## config.mk

```make
export PLATFORM = sky130hd
export DESIGN_NAME = numeric_literal_scanner
export DESIGN_NICKNAME = d
export VERILOG_FILES = /design/src/rtl/core/nls_pkg.sv /design/src/rtl/core/nls_step.sv /design/src/rtl/core/numeric_literal_scanner.sv
export VERILOG_INCLUDE_DIRS = /design/src /design/src/rtl/core
export SDC_FILE = /design/constraint.sdc
export NUM_CORES = 1
export LEC_CHECK = 0
export BUFFER_PORTS_ARGS = -buffer_cell sky130_fd_sc_hd__buf_2
export CORE_MARGIN = 4
export CORE_UTILIZATION = 55
export DETAILED_ROUTE_END_ITERATION = 8
export PLACE_DENSITY = 0.75
export SLEW_MARGIN = 0
export SYNTH_ARGS = -nofsm -noshare
export SYNTH_HDL_FRONTEND = slang
export SYNTH_SLANG_ARGS = --single-unit
```

## constraint.sdc

```tcl
create_clock -name aclk -period 8.18 [get_ports aclk]
set_input_delay 1.227 -clock aclk [delete_from_list [all_inputs] [get_ports aclk]]
set_output_delay 1.227 -clock aclk [all_outputs]
set_load 0.02 [all_outputs]
```

## src/rtl/core/numeric_literal_scanner_assert.svh

```systemverilog
// Assertion macros for the numeric literal scanner.
// Included by modules that check their own logic; no other dependencies.
`ifndef NUMERIC_LITERAL_SCANNER_ASSERT_SVH
`define NUMERIC_LITERAL_SCANNER_ASSERT_SVH
`ifndef ASSERT_OFF
// Same-cycle implication, disabled while reset is asserted.
`define NLS_ASSERT_IMP(lbl, clk, rstn, ante, cons, msg) \
    lbl: assert property (@(posedge clk) disable iff (!rstn) (ante) |-> (cons)) \
        else $error(msg);
// Next-cycle implication, disabled while reset is asserted.
`define NLS_ASSERT_NXT(lbl, clk, rstn, ante, cons, msg) \
    lbl: assert property (@(posedge clk) disable iff (!rstn) (ante) |=> (cons)) \
        else $error(msg);
`else
`define NLS_ASSERT_IMP(lbl, clk, rstn, ante, cons, msg)
`define NLS_ASSERT_NXT(lbl, clk, rstn, ante, cons, msg)
`endif
`endif

```

## src/rtl/core/nls_pkg.sv

```systemverilog
// Shared types, character codes and the character classifier of the
// numeric literal scanner. No dependencies.
package nls_pkg;

    // Interpretation phase codes.
    typedef logic [2:0] phase_t;
    localparam phase_t PH_DEAD  = 3'd0;
    localparam phase_t PH_FIRST = 3'd1;
    localparam phase_t PH_RUN   = 3'd2;
    localparam phase_t PH_DONE  = 3'd3;
    localparam phase_t PH_ZERO  = 3'd4;

    // Interpretation slots.
    localparam int I_BIN = 0;
    localparam int I_OCT = 1;
    localparam int I_DEC = 2;
    localparam int I_HEX = 3;

    // Digit class codes: 0 to 15 are digit values.
    typedef logic [4:0] dclass_t;
    localparam dclass_t SEP_CODE   = 5'd16;
    localparam dclass_t OTHER_CODE = 5'd17;

    // Character codes.
    localparam logic [7:0] CH_PLUS    = 8'h2B;
    localparam logic [7:0] CH_MINUS   = 8'h2D;
    localparam logic [7:0] CH_ZERO    = 8'h30;
    localparam logic [7:0] CH_NINE    = 8'h39;
    localparam logic [7:0] CH_UPPER_A = 8'h41;
    localparam logic [7:0] CH_UPPER_B = 8'h42;
    localparam logic [7:0] CH_UPPER_F = 8'h46;
    localparam logic [7:0] CH_UPPER_H = 8'h48;
    localparam logic [7:0] CH_UPPER_O = 8'h4F;
    localparam logic [7:0] CH_UPPER_X = 8'h58;
    localparam logic [7:0] CH_LOWER_A = 8'h61;
    localparam logic [7:0] CH_LOWER_F = 8'h66;
    localparam logic [7:0] CH_UNDER   = 8'h5F;
    localparam logic [7:0] CASE_BIT   = 8'h20;

    // Control part of the scan state.
    typedef struct packed {
        logic             active;
        logic             neg;
        logic             hex_pfx;
        phase_t [3:0]     phase;
    } scan_ctl_t;

    // One result word.
    typedef struct packed {
        logic signed [31:0] value;
        logic [6:0]         length;
        logic               found;
        logic               too_long;
    } res_t;

    // Maps a character to its digit value, the separator code or the other code.
    function automatic dclass_t classify(input logic [7:0] c);
        dclass_t r;
        if (c >= CH_ZERO && c <= CH_NINE) begin
            r = 5'(c - CH_ZERO);
        end else if (c >= CH_UPPER_A && c <= CH_UPPER_F) begin
            r = 5'(c - CH_UPPER_A + 8'd10);
        end else if (c >= CH_LOWER_A && c <= CH_LOWER_F) begin
            r = 5'(c - CH_LOWER_A + 8'd10);
        end else if (c == CH_UNDER) begin
            r = SEP_CODE;
        end else begin
            r = OTHER_CODE;
        end
        return r;
    endfunction

endpackage

```

## src/rtl/core/nls_step.sv

```systemverilog
// Next-state and result logic for one character of the numeric literal scanner.
// Purely combinational; depends on nls_pkg.
module nls_step #(
    parameter int MAX_LEN = 64,
    parameter int POS_W   = 7
) (
    input  logic [7:0]                ch,
    input  logic                      start_req,
    input  nls_pkg::scan_ctl_t        ctl,
    input  logic [POS_W-1:0]          pos,
    input  logic [3:0][POS_W-1:0]     len,
    input  logic [3:0][31:0]          val,
    output nls_pkg::scan_ctl_t        ctl_next,
    output logic [POS_W-1:0]          pos_next,
    output logic [3:0][POS_W-1:0]     len_next,
    output logic [3:0][31:0]          val_next,
    output logic                      emit,
    output nls_pkg::res_t             res
);

    nls_pkg::scan_ctl_t       b_ctl;
    logic [POS_W-1:0]         b_pos;
    logic [3:0][POS_W-1:0]    b_len;
    logic [3:0][31:0]         b_val;
    logic                     is_sign;

    nls_pkg::scan_ctl_t       stp_ctl;
    logic [3:0][POS_W-1:0]    stp_len;
    logic [3:0][31:0]         stp_val;
    logic [3:0]               used_vec;
    logic                     used;
    logic                     last;
    logic [POS_W-1:0]         pos_inc;
    nls_pkg::dclass_t         d;

    logic [3:0][POS_W-1:0]    elen;
    logic [3:0]               best;
    logic [POS_W-1:0]         win_len;
    logic [31:0]              win_val;
    logic                     found;

    // A start request clears the scan and arms all four interpretations.
    always_comb begin
        is_sign = start_req && (ch == nls_pkg::CH_MINUS || ch == nls_pkg::CH_PLUS);
        if (start_req) begin
            b_ctl        = '0;
            b_ctl.active = 1'b1;
            for (int k = 0; k < 4; k++) begin
                b_ctl.phase[k] = nls_pkg::PH_FIRST;
            end
            b_pos = '0;
            b_len = '0;
            b_val = '0;
        end else begin
            b_ctl = ctl;
            b_pos = pos;
            b_len = len;
            b_val = val;
        end
    end

    // Advance the four interpretations by one character.
    always_comb begin
        nls_pkg::phase_t ph;
        nls_pkg::dclass_t top;
        logic [7:0] sfx;
        d        = nls_pkg::classify(ch);
        pos_inc  = b_pos + 1'b1;
        stp_ctl  = b_ctl;
        stp_len  = b_len;
        stp_val  = b_val;
        used_vec = '0;

        // Binary and octal runs, closed by their suffix letter.
        for (int k = 0; k < 2; k++) begin
            ph  = b_ctl.phase[k];
            top = (k == nls_pkg::I_BIN) ? 5'd1 : 5'd7;
            sfx = (k == nls_pkg::I_BIN) ? nls_pkg::CH_UPPER_B : nls_pkg::CH_UPPER_O;
            if (ph == nls_pkg::PH_FIRST || ph == nls_pkg::PH_RUN) begin
                if (d <= top || d == nls_pkg::SEP_CODE) begin
                    if (d <= top) begin
                        stp_val[k] = (k == nls_pkg::I_BIN) ? {b_val[k][30:0], d[0]}
                                                           : {b_val[k][28:0], d[2:0]};
                    end
                    stp_ctl.phase[k] = nls_pkg::PH_RUN;
                    used_vec[k]      = 1'b1;
                end else if (ph == nls_pkg::PH_RUN
                             && (ch == sfx || ch == (sfx | nls_pkg::CASE_BIT))) begin
                    stp_ctl.phase[k] = nls_pkg::PH_DONE;
                    stp_len[k]       = pos_inc;
                    used_vec[k]      = 1'b1;
                end else begin
                    stp_ctl.phase[k] = nls_pkg::PH_DEAD;
                end
            end
        end

        // Decimal run: value times ten plus digit.
        ph = b_ctl.phase[nls_pkg::I_DEC];
        if (ph == nls_pkg::PH_FIRST || ph == nls_pkg::PH_RUN) begin
            if (d <= 5'd9 || d == nls_pkg::SEP_CODE) begin
                if (d <= 5'd9) begin
                    stp_val[nls_pkg::I_DEC] = {b_val[nls_pkg::I_DEC][28:0], 3'b000}
                                            + {b_val[nls_pkg::I_DEC][30:0], 1'b0}
                                            + 32'(d);
                end
                stp_ctl.phase[nls_pkg::I_DEC] = nls_pkg::PH_RUN;
                stp_len[nls_pkg::I_DEC]       = pos_inc;
                used_vec[nls_pkg::I_DEC]      = 1'b1;
            end else begin
                stp_ctl.phase[nls_pkg::I_DEC] = (ph == nls_pkg::PH_RUN) ? nls_pkg::PH_DONE
                                                                        : nls_pkg::PH_DEAD;
            end
        end

        // Hex run: either a 0x prefix or an H suffix.
        ph = b_ctl.phase[nls_pkg::I_HEX];
        if (ph == nls_pkg::PH_FIRST) begin
            if (d <= 5'd9 || d == nls_pkg::SEP_CODE) begin
                if (d <= 5'd9) begin
                    stp_val[nls_pkg::I_HEX] = {b_val[nls_pkg::I_HEX][27:0], d[3:0]};
                end
                stp_ctl.phase[nls_pkg::I_HEX] = (ch == nls_pkg::CH_ZERO) ? nls_pkg::PH_ZERO
                                                                         : nls_pkg::PH_RUN;
                used_vec[nls_pkg::I_HEX] = 1'b1;
            end else begin
                stp_ctl.phase[nls_pkg::I_HEX] = nls_pkg::PH_DEAD;
            end
        end else if (ph == nls_pkg::PH_ZERO && (ch == nls_pkg::CH_UPPER_X
                     || ch == (nls_pkg::CH_UPPER_X | nls_pkg::CASE_BIT))) begin
            stp_ctl.hex_pfx               = 1'b1;
            stp_ctl.phase[nls_pkg::I_HEX] = nls_pkg::PH_RUN;
            stp_len[nls_pkg::I_HEX]       = pos_inc;
            stp_val[nls_pkg::I_HEX]       = '0;
            used_vec[nls_pkg::I_HEX]      = 1'b1;
        end else if (ph == nls_pkg::PH_ZERO || ph == nls_pkg::PH_RUN) begin
            stp_ctl.phase[nls_pkg::I_HEX] = nls_pkg::PH_RUN;
            if (d <= nls_pkg::SEP_CODE) begin
                if (d < nls_pkg::SEP_CODE) begin
                    stp_val[nls_pkg::I_HEX] = {b_val[nls_pkg::I_HEX][27:0], d[3:0]};
                end
                if (b_ctl.hex_pfx) begin
                    stp_len[nls_pkg::I_HEX] = pos_inc;
                end
                used_vec[nls_pkg::I_HEX] = 1'b1;
            end else if (!b_ctl.hex_pfx && (ch == nls_pkg::CH_UPPER_H
                         || ch == (nls_pkg::CH_UPPER_H | nls_pkg::CASE_BIT))) begin
                stp_ctl.phase[nls_pkg::I_HEX] = nls_pkg::PH_DONE;
                stp_len[nls_pkg::I_HEX]       = pos_inc;
                used_vec[nls_pkg::I_HEX]      = 1'b1;
            end else begin
                stp_ctl.phase[nls_pkg::I_HEX] = b_ctl.hex_pfx ? nls_pkg::PH_DONE
                                                              : nls_pkg::PH_DEAD;
            end
        end
    end

    // Pick the strictly longest finished interpretation.
    always_comb begin
        for (int k = 0; k < 4; k++) begin
            elen[k] = (!used && stp_ctl.phase[k] == nls_pkg::PH_DONE) ? stp_len[k] : '0;
        end
        for (int k = 0; k < 4; k++) begin
            best[k] = 1'b1;
            for (int j = 0; j < 4; j++) begin
                if (j != k && elen[j] >= elen[k]) begin
                    best[k] = 1'b0;
                end
            end
        end
        found   = |best;
        win_len = '0;
        win_val = '0;
        for (int k = 0; k < 4; k++) begin
            if (best[k]) begin
                win_len = elen[k];
                win_val = stp_val[k];
            end
        end
    end

    // The scan ends when no interpretation takes the character or the limit is hit.
    assign used = |used_vec;
    assign last = used && (b_pos == POS_W'(MAX_LEN - 1));

    always_comb begin
        res.value    = found ? (b_ctl.neg ? (32'd0 - win_val) : win_val) : '0;
        res.length   = 7'(win_len);
        res.found    = found;
        res.too_long = used;
        emit         = 1'b0;
        if (is_sign) begin
            ctl_next     = b_ctl;
            ctl_next.neg = (ch == nls_pkg::CH_MINUS);
            pos_next     = POS_W'(1);
            len_next     = b_len;
            val_next     = b_val;
        end else if (!b_ctl.active) begin
            ctl_next = b_ctl;
            pos_next = b_pos;
            len_next = b_len;
            val_next = b_val;
        end else if (!used || last) begin
            emit     = 1'b1;
            ctl_next = '0;
            pos_next = '0;
            len_next = '0;
            val_next = '0;
        end else begin
            ctl_next = stp_ctl;
            pos_next = pos_inc;
            len_next = stp_len;
            val_next = stp_val;
        end
    end

endmodule

```

## src/rtl/core/numeric_literal_scanner.sv

```systemverilog
// Numeric literal scanner takes one character word per cycle and returns at most one result
// word per character. The scan state is updated in a single pass of logic at each accepted
// word, so the block sustains one character per clock while s_ready is high; the result
// of the character that ends a scan goes to the output register or skid stage. Results pass
// through an output register backed by a one-word skid stage, so s_ready drops only while both
// hold words that the consumer has not taken. There is no configuration and no clearing pass.
// Depends on nls_pkg, nls_step and numeric_literal_scanner_assert.svh.
`include "numeric_literal_scanner_assert.svh"

module numeric_literal_scanner #(
    parameter int MAX_LEN = 64
) (
    input  logic               aclk,
    input  logic               aresetn,
    input  logic               s_valid,
    output logic               s_ready,
    input  logic [7:0]         s_ch,
    input  logic               s_start_req,
    output logic               m_valid,
    input  logic               m_ready,
    output logic signed [31:0] m_value,
    output logic [6:0]         m_length,
    output logic               m_found,
    output logic               m_too_long
);

    localparam int POS_W = $clog2(MAX_LEN + 1);

    nls_pkg::scan_ctl_t       ctl_reg, ctl_next;
    logic [POS_W-1:0]         pos_reg, pos_next;
    logic [3:0][POS_W-1:0]    len_reg, len_next;
    logic [3:0][31:0]         val_reg, val_next;

    logic                     emit;
    nls_pkg::res_t            res;
    nls_pkg::res_t            out_reg;
    nls_pkg::res_t            skid_reg;
    logic                     m_valid_reg;
    logic                     skid_valid_reg;
    logic                     s_fire;
    logic                     out_load;
    logic                     produce;

    assign s_ready  = !skid_valid_reg;
    assign s_fire   = s_valid && s_ready;
    assign out_load = !m_valid_reg || m_ready;
    assign produce  = s_fire && emit;

    // Per-character scan logic.
    nls_step #(
        .MAX_LEN (MAX_LEN),
        .POS_W   (POS_W)
    ) u_step (
        .ch        (s_ch),
        .start_req (s_start_req),
        .ctl       (ctl_reg),
        .pos       (pos_reg),
        .len       (len_reg),
        .val       (val_reg),
        .ctl_next  (ctl_next),
        .pos_next  (pos_next),
        .len_next  (len_next),
        .val_next  (val_next),
        .emit      (emit),
        .res       (res)
    );

    // Scan state advances on every accepted word.
    always_ff @(posedge aclk) begin
        if (!aresetn) begin
            ctl_reg <= '0;
            pos_reg <= '0;
            len_reg <= '0;
            val_reg <= '0;
        end else if (s_fire) begin
            ctl_reg <= ctl_next;
            pos_reg <= pos_next;
            len_reg <= len_next;
            val_reg <= val_next;
        end
    end

    // Output register and skid stage valid flags.
    always_ff @(posedge aclk) begin
        if (!aresetn) begin
            m_valid_reg    <= 1'b0;
            skid_valid_reg <= 1'b0;
        end else if (out_load) begin
            if (skid_valid_reg) begin
                m_valid_reg    <= 1'b1;
                skid_valid_reg <= 1'b0;
            end else begin
                m_valid_reg <= produce;
            end
        end else if (produce) begin
            skid_valid_reg <= 1'b1;
        end
    end

    // Result payload moves without reset.
    always_ff @(posedge aclk) begin
        if (out_load) begin
            if (skid_valid_reg) begin
                out_reg <= skid_reg;
            end else if (produce) begin
                out_reg <= res;
            end
        end else if (produce) begin
            skid_reg <= res;
        end
    end

    assign m_valid    = m_valid_reg;
    assign m_value    = out_reg.value;
    assign m_length   = out_reg.length;
    assign m_found    = out_reg.found;
    assign m_too_long = out_reg.too_long;

    // Checks on the scan state and the output stage.
    `NLS_ASSERT_IMP(a_skid_behind_out, aclk, aresetn, skid_valid_reg, m_valid_reg, "skid word without output word")
    `NLS_ASSERT_IMP(a_found_not_cut, aclk, aresetn, m_valid_reg && m_found, !m_too_long, "result both found and cut off")
    `NLS_ASSERT_IMP(a_idle_pos_zero, aclk, aresetn, !ctl_reg.active, pos_reg == '0, "idle scanner holds a nonzero position")
    `NLS_ASSERT_NXT(a_sign_start, aclk, aresetn, s_fire && s_start_req && (s_ch == nls_pkg::CH_MINUS || s_ch == nls_pkg::CH_PLUS), ctl_reg.active && pos_reg == POS_W'(1), "sign start did not open a scan at position one")

endmodule
```

# Word level (Yosys, flattened, before mapping)
# Cells that the tools add are included.
op_classes:
  add_sub_neg: 9
  magnitude_cmp: 23
  n_eq_ne: 27
  n_mux: 114
  bitwise: 2
  reduce_logical: 39
ops:
  columns: ["op", "n"]
  rows:
  - ["$mux W32", 22]
  - ["$mux W128", 4]
  - ["$mux W7", 26]
  - ["$mux W28", 4]
  - ["$ge A7 B7 Y1", 12]
  - ["$mux W41", 2]
  - ["$eq A8 B7 Y1 const B", 9]
  - ["$mux W15", 4]
  - ["$mux W3", 13]
  - ["$add A32 B32 Y32", 1]
  - ["$add A32 B5 Y32", 1]
  - ["$mux W1", 32]
  - ["$sub A1 B32 Y32 const A", 1]
  - ["$eq A3 B2 Y1 const B", 8]
  - ["$eq A8 B6 Y1 const B", 3]
  - ["$ge A8 B7 Y1 const B", 2]
  - ["$le A8 B7 Y1 const B", 2]
  - ["$logic_and A1 B1 Y1", 15]
  - ["$mux W5", 3]
  - ["$logic_or A1 B1 Y1", 14]
  - ["$eq A3 B1 Y1 const B", 4]
  - ["$add A5 B4 Y5 const B", 2]
  - ["$sub A5 B1 Y5 const B", 2]
  - ["$ge A8 B6 Y1 const B", 1]
  - ["18 further kinds", 27]
word_totals:
  register_bits: 262
  in_bits: 13
  output_inout_bits: 43
  elab_cells: 240

# Logic depth before layout (Yosys ltp)
# Gate-level depths: netlist (run 1).
logic_depth:
  ltp_word: 27
  mapped_depth: 42

# Cells and area by module
# A second synthesis (run 1) with hierarchy kept.
hier_totals:
  cells_unflattened: 2704
  area_unflattened_um2: 21026.4
by_module_without_submodules:
  columns: ["module", "n_inst", "cells_per_inst", "area_each_um2"]
  rows:
  - ["nls_step", 1, 1791, 11403.4]
  - ["numeric_literal_scanner", 1, 913, 9623.0]

# Worst setup path after synthesis (run 1)
# Ideal clock, no wire load.
synth_timing:
  kind: "input to register"
  start: "in s_start_req"
  end: "reg out_reg (netlist bit m_value[22]) (data pin)"
  setup_ps: 260
  t_arrival_ps: 8466
  path_slack_ps: -546
  cell_stages: 41
  path_buffers: 11
  path_cell_list: "clkbuf_1 clkbuf_1 clkbuf_1 buf_1 clkbuf_1 buf_1 clkbuf_1 clkbuf_1 nor2b_1 ha_1 nand3_1 xor2_1 or2_2 buf_1 o21ai_0 a22oi_1 o221ai_1 nand2_1 (+5 left out) nor2_1 nor2_1 nor2_1 a311oi_1 a31oi_1 a21oi_1 a2bb2oi_1 or4_4 buf_6 o221a_4 ha_1 nand2_1 nor2_1 and3_1 buf_2 a41oi_1 mux2i_1 mux2_2"
synth_rtl:
  columns: ["element", "line_no", "rtl"]
  rows:
  - ["from (decl)", "numeric_literal_scanner.sv:18", "input logic s_start_req,"]
  - ["to (signal assigned)", "numeric_literal_scanner.sv:104", "out_reg <= skid_reg;"]
  - ["to (signal assigned)", "numeric_literal_scanner.sv:106", "out_reg <= res;"]
  - ["to (decl)", "numeric_literal_scanner.sv:36", "nls_pkg::res_t out_reg;"]

==> impl_results.md, run 1 <==
* Initial antenna violation count at 0
* CTS H-tree depth at 1
* Synth Instances at 2240
* Max Cap Viol at 0
* Total Routing Usage GR at 0.329
* CP startpoint kind: input pin
* Drt pass-1 iters at 6
* FMAX at 128 MHz
* Post-synth design cell area at 18600 µm²
* Dpl cell area at 19900 µm²
* Setup Crit Path Kind: in -> reg
* Maximum fanout along the worst path at 16
* Via Count at 18074
* Final critical-path required period at just under 8000 ps
* Netlist cell types at 100
* Post-synth EDFFs at ~80
* Area share of the largest cell type after synthesis at 0.194
* Most frequent cells after synthesis: nand2_1, dfxtp_1, nor2b_1
* Clk_lat worst skew at roughly 600 ps
* Final setup vio count at 0
* Per-cell routed wire length at 22.4 µm
* GRT overflow at 0
* Cell taking the most area after synthesis: dfxtp_1
* CP endpoint kind: flop
* CP required at 8530 ps
* Synth area leaders: dfxtp_1, edfxtp_1, ha_1, nor2b_1, a22oi_1
* Worst slew pin tran at 1260 ps
* Design Area, Final at 21000 µm²
* Std cell rows at 67
* DRT iter0 DRCs at 2081
* CP max stage delay at between 400 and 500 ps
* Final Hold Fails at 0
* Status: finished clean
* Worst slew margin at 0.153
* CTS hold repair buffers at 0
* R2R depth at 29
* Antenna cells at 0
* Arr. time, crit path at 8130 ps
* Starting density of the core at 0.555
* Clock tree buffer depth at 3
* First-pass GRT wire length at between 90 and 100 mm
* Sequential fraction of the synthesis area at 0.327
* Post-route DRC at 0
* DIE AREA at roughly 37000 µm²
* Hold_ws at 479 ps
* Slowest CP cell: nor3_1
* Worst Clk Skew at 15.7 ps
* Fillers at 2911
* Maximum vdd drop at approximately 0.17 mV
* Largest net degree at the start of global routing at 99
* Vias in the first global route at between 15000 and 20000
* Port Buffers at between 50 and 60
* Post-synth ARST share at 0
* CTS tree: yes
* Power Dens Cells at 143 nW/µm²
* Slew Viols, Final at 0
* Root Driver: clkbuf_16
* Routed vias/inst at 6.49
* Final period util at 0.952
* Final estimated routing congestion in global placement at 1.06
* # IOs at 56
* Area delta synth->final at 12.8%
* Ratio of cells with drive above 1 in the final layout at 0.138
* # clock sinks at ~260
* HPWL after detailed placement at 46.0 mm
* RSZ-0062 raised after global routing: false
* Synthesis-stage register bit count at around 260
* Leakage at 8.02 nW
* Core ar. at approximately 33000 µm²
* Ys flop type: dfxtp_1
* DIE WIDTH at 192 µm
* Synthesized area per cell at slightly above 8 µm²
* Max FFs per register at 128
* Total Power at 3.00 mW
* WL final at 62.6 mm
* Synth warn at 0
* Antenna-violating nets left at 0
* Nets at 2425
* Worst min path class: reg -> reg
* CTS Buf Count at 29
* Die Ht at 192 µm
* Most frequent cell on the critical path: buf_4
* Clock Pin Slew Worst Setup and Hold Paths at 60 ps
* FF-to-FF setup slack at 1050 ps
* Most numerous cell in the Yosys netlist: nand2_1
* WHS Path Cells at 2
* Synth Net Count at approximately 2300
## cell families after synthesis
kind of cell | synth area share
muxes | 0.0482
DFF | 0.327
AOI/OAI and AO/OA | 0.263
and+or+nand+nor | 0.220
xor gates and xnor gates | 0.0325
adders and majority gates | 0.0670
buffers and inverters | 0.0429
## power by group
part	switching (mW)	internal, mW	leakage [nW]
registers	0.00771	1.35	2.26
logic	0.155	0.0568	5.27
clock network	0.584	0.842	0.482
total	0.747	2.25	8.02
## stage by stage
| stage | cells | util | TNS [ps] | worst slack, ps |
|---|---|---|---|---|
| after floorplan | 2240 | - | 0 | 1.42 |
| after global placement | 2733 | 0.596 | 0 | 103 |
| after detailed placement | 2733 | 0.596 | -38.5 | -16.2 |
| after CTS | 2787 | 0.627 | 0 | 590 |
| after global routing | 2787 | 0.627 | 0 | 68.5 |
| final | 2787 | 0.627 | 0 | 394 |
## worst paths after layout
path                                  start           to
worst max-delay path                s_ch[6]  m_value[27]
worst max register to register  ctl_reg[12]  m_value[27]
worst min-delay path             pos_reg[6]   pos_reg[6]
worst min register to register   pos_reg[6]   pos_reg[6]
## critical path: cells and delay by family
| family | cells | cell delay, ps |
|---|---|---|
| XOR/XNOR | 1 | 130 |
| AO/OA/AOI/OAI | 15 | 3430 |
| buffers and inverters | 8 | 1240 |
| adder cells (fa/ha/maj) | 1 | 320 |
| multiplexers | 1 | 270 |
| AND/OR/NAND/NOR | 6 | 1480 |
## cell type report
| cell class | count | area [µm²] | area share |
|---|---|---|---|
| Clock buffer | 32 | 737 | 0.0352 |
| Clock inverter | 22 | 284 | 0.0136 |
| Inverter | 55 | 210 | 0.0100 |
| Multi-Input combinational cell | 1778 | 11800 | 0.562 |
| Sequential cell | 262 | 6070 | 0.289 |
| Tap cell | 448 | 561 | 0.0267 |
| Timing Repair Buffer | 190 | 1330 | 0.0635 |
## per-layer routing
| layer | up-vias | routed length, µm | track usage | part of all wire |
|---|---|---|---|---|
| met2 | 941 | 25600 | 0.474 | 0.41 |
| met3 | 132 | 7360 | 0.0967 | 0.12 |
| met1 | 8594 | 27800 | 0.477 | 0.44 |
| met5 | - | 0 | 0 | 0 |
| li1 | 8407 | - | - | - |
| met4 | 0 | 1800 | 0.0953 | 0.029 |
## placed cells by master (no fill, tap or decap), types with 11 or more instances in the layout
master	n
a21o_1	14
mux2_2	28
clkbuf_16	29
a22o_1	19
xnor2_1	36
o21ai_0	131
a31oi_1	21
mux2i_1	58
a211oi_1	13
nor2_1	162
or3_1	12
dfxtp_1	180
o211ai_1	19
or2_2	11
buf_2	53
o31ai_1	18
xor2_1	33
o22a_1	18
nand2b_1	11
o21a_1	11
and2_1	47
nand2_1	245
inv_1	50
o221ai_1	11
and3_1	27
buf_4	134
ha_1	93
o22ai_1	26
a21oi_1	146
nor2b_1	178
o21ai_1	11
a22oi_1	128
nand3_1	36
nor3_1	34
a21boi_0	14
edfxtp_1	82
## repair_timing
item                       in CTS  in global routing
hold endpoints to repair        0                  0
setup endpoints to repair       0                 16
resized for setup               0                  1
setup buffers                   0                  0
No activity file was read; power rests on OpenSTA's default activity.
==> inputs of run 2 (changes only) <==
Settings changed: CORE_MARGIN 4 to unset, CORE_UTILIZATION 55 to 35, PLACE_DENSITY 0.75 to 0.52.
==> run 2 against run 1 <==
  * Worst setup slack got worse by 44 ps
  * Flip-flop and latch count unchanged
  * Critical path depth decreased by 1
  * First-iteration DRC count decreased by 19%
  * Largest power group unchanged
  * Largest cell class unchanged
==> impl_results.md, run 2 (same netlist as run 1, synthesis figures left out) <==
* CTS tree: yes
* Met3 usage at 0.0366 (-0.0600)
* Logic gate share of total power at 0.072 (about the same)
* CP startpoint kind: input pin
* Post-route DRC at 0 (unchanged)
* Design Area, Final at 21900 µm² (+4.4%)
* Final setup vio count at 0 (unchanged)
* Antenna cells at 0 (unchanged)
* Nets at 2490 (+2.7%)
* Internal power at 2.26 mW (+0.25%)
* Die Ht at 232 µm (+21%)
* Fillers at 5246 (+80%)
* Maximum fanout along the worst path at 17 (+1)
* GR Layer Usage met2 at 0.353 (-0.121)
* Initial antenna violation count at 0 (unchanged)
* Per-cell routed wire length at 21.6 µm (-3.8%)
* CTS hold repair buffers at 0 (unchanged)
* Worst slew margin at 0.0899 (-0.0635)
* Std cell rows at 84 (+25%)
* GRT overflow at 0 (unchanged)
* Clk_lat worst skew at 610 ps (about the same)
* Dpl cell area at 20800 µm² (+4.2%)
* # clock sinks at 262 (unchanged)
* Net switching power at 0.763 mW (+2.1%)
* Final Core Density at 0.417 (-0.210)
* Total Routing Usage GR at 0.243 (-0.0861)
* Starting density of the core at 0.354 (-0.201)
* Post-cts resize count at 0 (unchanged)
* Final critical-path required period at 7830 ps (+43.9 ps)
* HPWL after detailed placement at 49.7 mm (+8.0%)
* Met1 Use GR at 0.368 (-0.109)
* DIE WIDTH at 232 µm (+21%)
* Final estimated routing congestion in global placement at 0.976 (-7.7%)
* Leakage at 8.38 nW (+4.5%)
* Area delta synth->final at 17.7%
* DIE AREA at 54000 µm² (+47%)
* Clock tree buffer depth at 3 (unchanged)
* Number of post-CTS setup repair buffers at 0 (unchanged)
* GRT busiest layer: met1
* Slowest CP cell: or4_4
* RSZ-0062 raised after global routing: false
* Seq pwr share at 0.451 (-0.003)
* FMAX at 128 MHz (-0.56%)
* CP endpoint kind: flop
* Power Dens Cells at 138 nW/µm² (-3.5%)
* CP max stage delay at 580 ps (+160 ps)
* Final period util at 0.957 (+0.00537)
* Status: finished clean
* Core ar. at 52400 µm² (+57%)
* Largest net degree at the start of global routing at 107 (+8.1%)
* Clock share of power at 0.477 (+0.002)
* Antenna-violating nets left at 0 (unchanged)
* Port Buffers at 55 (unchanged)
* WHS Path Cells at 2 (unchanged)
* DRT iter0 DRCs at 1695 (-19%)
* Final Hold Fails at 0 (unchanged)
* Worst slew pin tran at 1360 ps (+98.6 ps)
* Hold_ws at 488 ps (+8.64 ps)
* Ratio of cells with drive above 1 in the final layout at 0.167 (+0.0290)
* Max FFs per register at 128 (unchanged)
* Clock Pin Slew Worst Setup and Hold Paths at 60 ps (about the same)
* Arr. time, crit path at 8170 ps (+40 ps)
* Max Cap Viol at 0 (unchanged)
* Leading cell types in the layout, fill and taps excluded: nand2_1, buf_4, dfxtp_1
* Sw Share at 0.253 (+0.00351)
* Vias in the first global route at 16534 (+0.22%)
* Root Driver: clkbuf_16
* CP required at 8520 ps (about the same)
* R2R depth at 31 (+6.9%)
* Worst Clk Skew at 27.4 ps (+11.7 ps)
* # IOs at 56 (unchanged)
* Drt pass-1 iters at 5 (-1)
* Maximum vdd drop at 0.132 mV (-23%)
* Commonest non-fill, non-tap cell in the layout: nand2_1
* Worst min path class: reg -> reg
* Slew Viols, Final at 0 (unchanged)
* Setup Crit Path Kind: in -> reg
* CTS Buf Count at 31 (+6.9%)
* Routed vias/inst at 5.78 (-11%)
* Sum Neg Setup Slack at 0 ps (unchanged)
* CTS H-tree depth at 1 (unchanged)
* WL final at 66.8 mm (+6.8%)
* First-pass GRT wire length at 101 mm (+6.5%)
* Most frequent cell on the critical path: buf_4
* Via Count at 17869 (-1.1%)
run 2: routing by layer:
metal / vias up / wire length [µm]
met5: - / 0
met4: 0 / 1540
met3: 86 / 5170
met2: 634 / 27600
met1: 8615 / 32500
li1: 8534 / -
run 2: power by group through the flow:
stage               clock network (mW)  registers (mW)  logic (mW)
floorplan                            0            1.40       0.116
finish                            1.44            1.36       0.219
global route                      1.52            1.36       0.235
detailed placement                   0            1.39       0.216
CTS                               1.47            1.36       0.217
global placement                     0            1.39       0.215
run 2: worst paths after layout:
path | start | to | slack [ps]
worst max-delay path | s_ch[1] | m_value[29] | 350
worst min-delay path | pos_reg[6] | pos_reg[6] | 490
worst max register to register | pos_reg[0] | m_value[21] | 1160
worst min register to register | pos_reg[6] | pos_reg[6] | 490
run 2: area by class of cell:
type                       count  area (µm²)  share of cell area
multi-input combinational   1778       11800               0.541
sequential                   262        6070               0.277
timing repair buffer         253        1850              0.0848
tap                          688         861              0.0394
clock buffer                  41         833              0.0381
inverter                      55         211             0.00967
clock inverter                17         209             0.00955
run 2: worst max-delay path: cells and delay by family:
family          cells  cell delay (ps)
buf+inv             6              980
xor+xnor            1              210
compound gates     13             2700
fa+ha+maj           2              580
mux                 1              270
simple gates        8             2190
run 2: through the flow:
step           instances  setup slack, ps  total power, mW
3_3_place_gp        3036             -215             1.61
6_report            3094              350             3.02
5_1_grt             3094             9.39             3.12
2_1_floorplan       2240             1.42             1.52
3_5_place_dp        3036             -296             1.61
4_1_cts             3094              321             3.05
==> inputs of run 3 (changes only) <==
Settings changed: CTS_BUF_LIST set to sky130_fd_sc_hd__clkbuf_8.
==> run 3 against run 2 <==
  * Wire length up 0.50%
  * Hold slack better by 5.2 ps
  * Flip-flop and latch count unchanged
  * Largest power group unchanged
==> impl_results.md, run 3 (same netlist as run 1, synthesis figures left out) <==
* Maximum fanout along the worst path at 15 (-2)
* FF-to-FF setup slack at 1110 ps (-50 ps)
* Total Routing Usage GR at 0.246 (+0.00350)
* CTS H-tree depth at 2 (+1)
* Final critical-path required period at 7920 ps (+85.4 ps)
* Slowest CP cell: a2111oi_1
* WL final at 67.1 mm (+0.50%)
* Root Driver: clkbuf_8
* GRT overflow at 0 (unchanged)
* CTS Buf Count at 48 (+55%)
* Slew Viols, Final at 0 (unchanged)
* Clock share of power at 0.469 (-0.008)
* CP endpoint kind: flop
* Leading cell types in the layout, fill and taps excluded: nand2_1, buf_4, dfxtp_1
* Die Ht at 232 µm (unchanged)
* Nets at 2507 (+0.68%)
* Max FFs per register at 128 (unchanged)
* Std cell rows at 84 (unchanged)
* Per-cell routed wire length at 21.5 µm (-0.43%)
* DIE WIDTH at 232 µm (unchanged)
* CP startpoint kind: input pin
* CTS tree: yes
* Vias in the first global route at 16709 (+1.1%)
* Post-route DRC at 0 (unchanged)
* Placed cells at 3036 (unchanged)
* Maximum vdd drop at 0.107 mV (-19%)
* Starting density of the core at 0.354 (unchanged)
* CP max stage delay at 580 ps (about the same)
* # IOs at 56 (unchanged)
* HPWL after detailed placement at 49.7 mm (unchanged)
* Routed vias/inst at 5.78 (about the same)
* DIE AREA at 54000 µm² (unchanged)
* Most frequent cell on the critical path: buf_4
* Largest net degree at the start of global routing at 107 (unchanged)
* Final estimated routing congestion in global placement at 0.976 (unchanged)
* Worst Clk Skew at 40.5 ps (+13.1 ps)
* Internal power at 2.20 mW (-2.4%)
* Arr. time, crit path at 8310 ps (+140 ps)
* Layout Cells excl Fill at 3123 (+0.94%)
* Sw Share at 0.260 (+0.00731)
* Setup Crit Path Kind: in -> reg
* First-pass GRT wire length at 103 mm (+1.0%)
* Final setup vio count at 0 (unchanged)
* Status: finished clean
* Worst path top cell family by delay: compound AO/OA/AOI/OAI gates
* Max Cap Viol at 0 (unchanged)
* Worst min path class: reg -> reg
* Antenna-violating nets left at 0 (unchanged)
* Ratio of cells with drive above 1 in the final layout at 0.173 (+0.00588)
* Clock tree buffer depth at 3 (unchanged)
* Total Power at 2.98 mW (-1.4%)
* Worst slew margin at 0.125 (+0.0353)
* Final period util at 0.968 (+0.0104)
* Clock Pin Slew Worst Setup and Hold Paths at 60 ps (about the same)
* FMAX at 126 MHz (-1.1%)
* Power Dens Cells at 136 nW/µm² (-1.3%)
* CP required at 8580 ps (+60 ps)
* Number of post-CTS setup repair buffers at 0 (unchanged)
* Logic gate share of total power at 0.073 (about the same)
* Final Hold Fails at 0 (unchanged)
* Worst slew pin tran at 1300 ps (-58.7 ps)
* Drt pass-1 iters at 5 (unchanged)
* Leakage at 8.45 nW (+0.80%)
* Area delta synth->final at 17.7% (about the same)
* DRT iter0 DRCs at 1727 (+1.9%)
* Commonest non-fill, non-tap cell in the layout: nand2_1
* Seq pwr share at 0.457 (+0.006)
* Clk_lat worst skew at 650 ps (+40 ps)
* Via Count at 18052 (+1.0%)
* Hold_ws at 493 ps (+5.24 ps)
* Core ar. at 52400 µm² (unchanged)
* # clock sinks at 262 (unchanged)
* Initial antenna violation count at 1 (+1)
* Net switching power at 0.774 mW (+1.5%)
* WP buf/inv at 6 (unchanged)
* Port Buffers at 55 (unchanged)
* RSZ-0062 raised after global routing: false
## run 3: worst paths after layout
| check | start | to | depth (start not counted) |
|---|---|---|---|
| worst max-delay path | s_ch[1] | m_value[21] | 29 |
| worst min-delay path | pos_reg[6] | pos_reg[6] | 2 |
| worst max register to register | ctl_reg[3] | m_value[21] | 25 |
| worst min register to register | pos_reg[6] | pos_reg[6] | 2 |
## run 3: worst register-to-register path, stage by stage (launching register included)
cell,delay [ps]
dfxtp_1,470
xor2_1,110
a21oi_1,430
o21ai_1,200
a2111oi_2,450
buf_4,220
and3_4,220
buf_4,200
o211ai_1,230
ha_1,360
nor2b_1,140
o21ai_0,130
nand2b_1,130
and4b_1,210
a2111oi_1,580
o31ai_1,200
and3_1,330
buf_4,250
a22oi_1,170
o221ai_1,230
or3_1,460
nor3_2,280
buf_12,180
a41oi_1,120
xor2_1,230
mux2_2,280
## run 3: layout make-up
type | count | area (µm²)
fill | 5268 | 30600
multi-input combinational | 1778 | 11800
sequential | 262 | 6070
timing repair buffer | 253 | 1850
tap | 688 | 861
clock buffer | 57 | 785
clock inverter | 29 | 265
inverter | 55 | 210
antenna | 1 | 2.50
## run 3: stage by stage
step | TNS (ps) | cell area, µm² | setup WS (ps) | util
after floorplan | 0 | 18600 | 1.42 | -
after global placement | -2060 | 20800 | -215 | 0.396
after detailed placement | -3670 | 20800 | -296 | 0.396
after CTS | 0 | 21800 | 389 | 0.416
after global routing | 0 | 21900 | 7.94 | 0.417
final | 0 | 21900 | 265 | 0.417
## run 3: power by group through the flow
stage / Clock [mW] / Sequential, mW / Combinational, mW
3_5_place_dp: 0 / 1.39 / 0.216
4_1_cts: 1.44 / 1.36 / 0.217
6_report: 1.40 / 1.36 / 0.219
2_1_floorplan: 0 / 1.40 / 0.116
5_1_grt: 1.49 / 1.36 / 0.234
3_3_place_gp: 0 / 1.39 / 0.215
## run 3: repair_timing
action,in CTS,in global routing
hold buffers,0,0
resized for setup,0,10
endpoints found under the setup margin,0,18
## run 3: layer usage
metal	GRT usage	wire (µm)	vias to the layer above
li1	-	-	8588
met1	0.371	32400	8702
met2	0.357	27800	676
met4	0.0631	1470	0
met3	0.0420	5400	86
met5	0	0	-
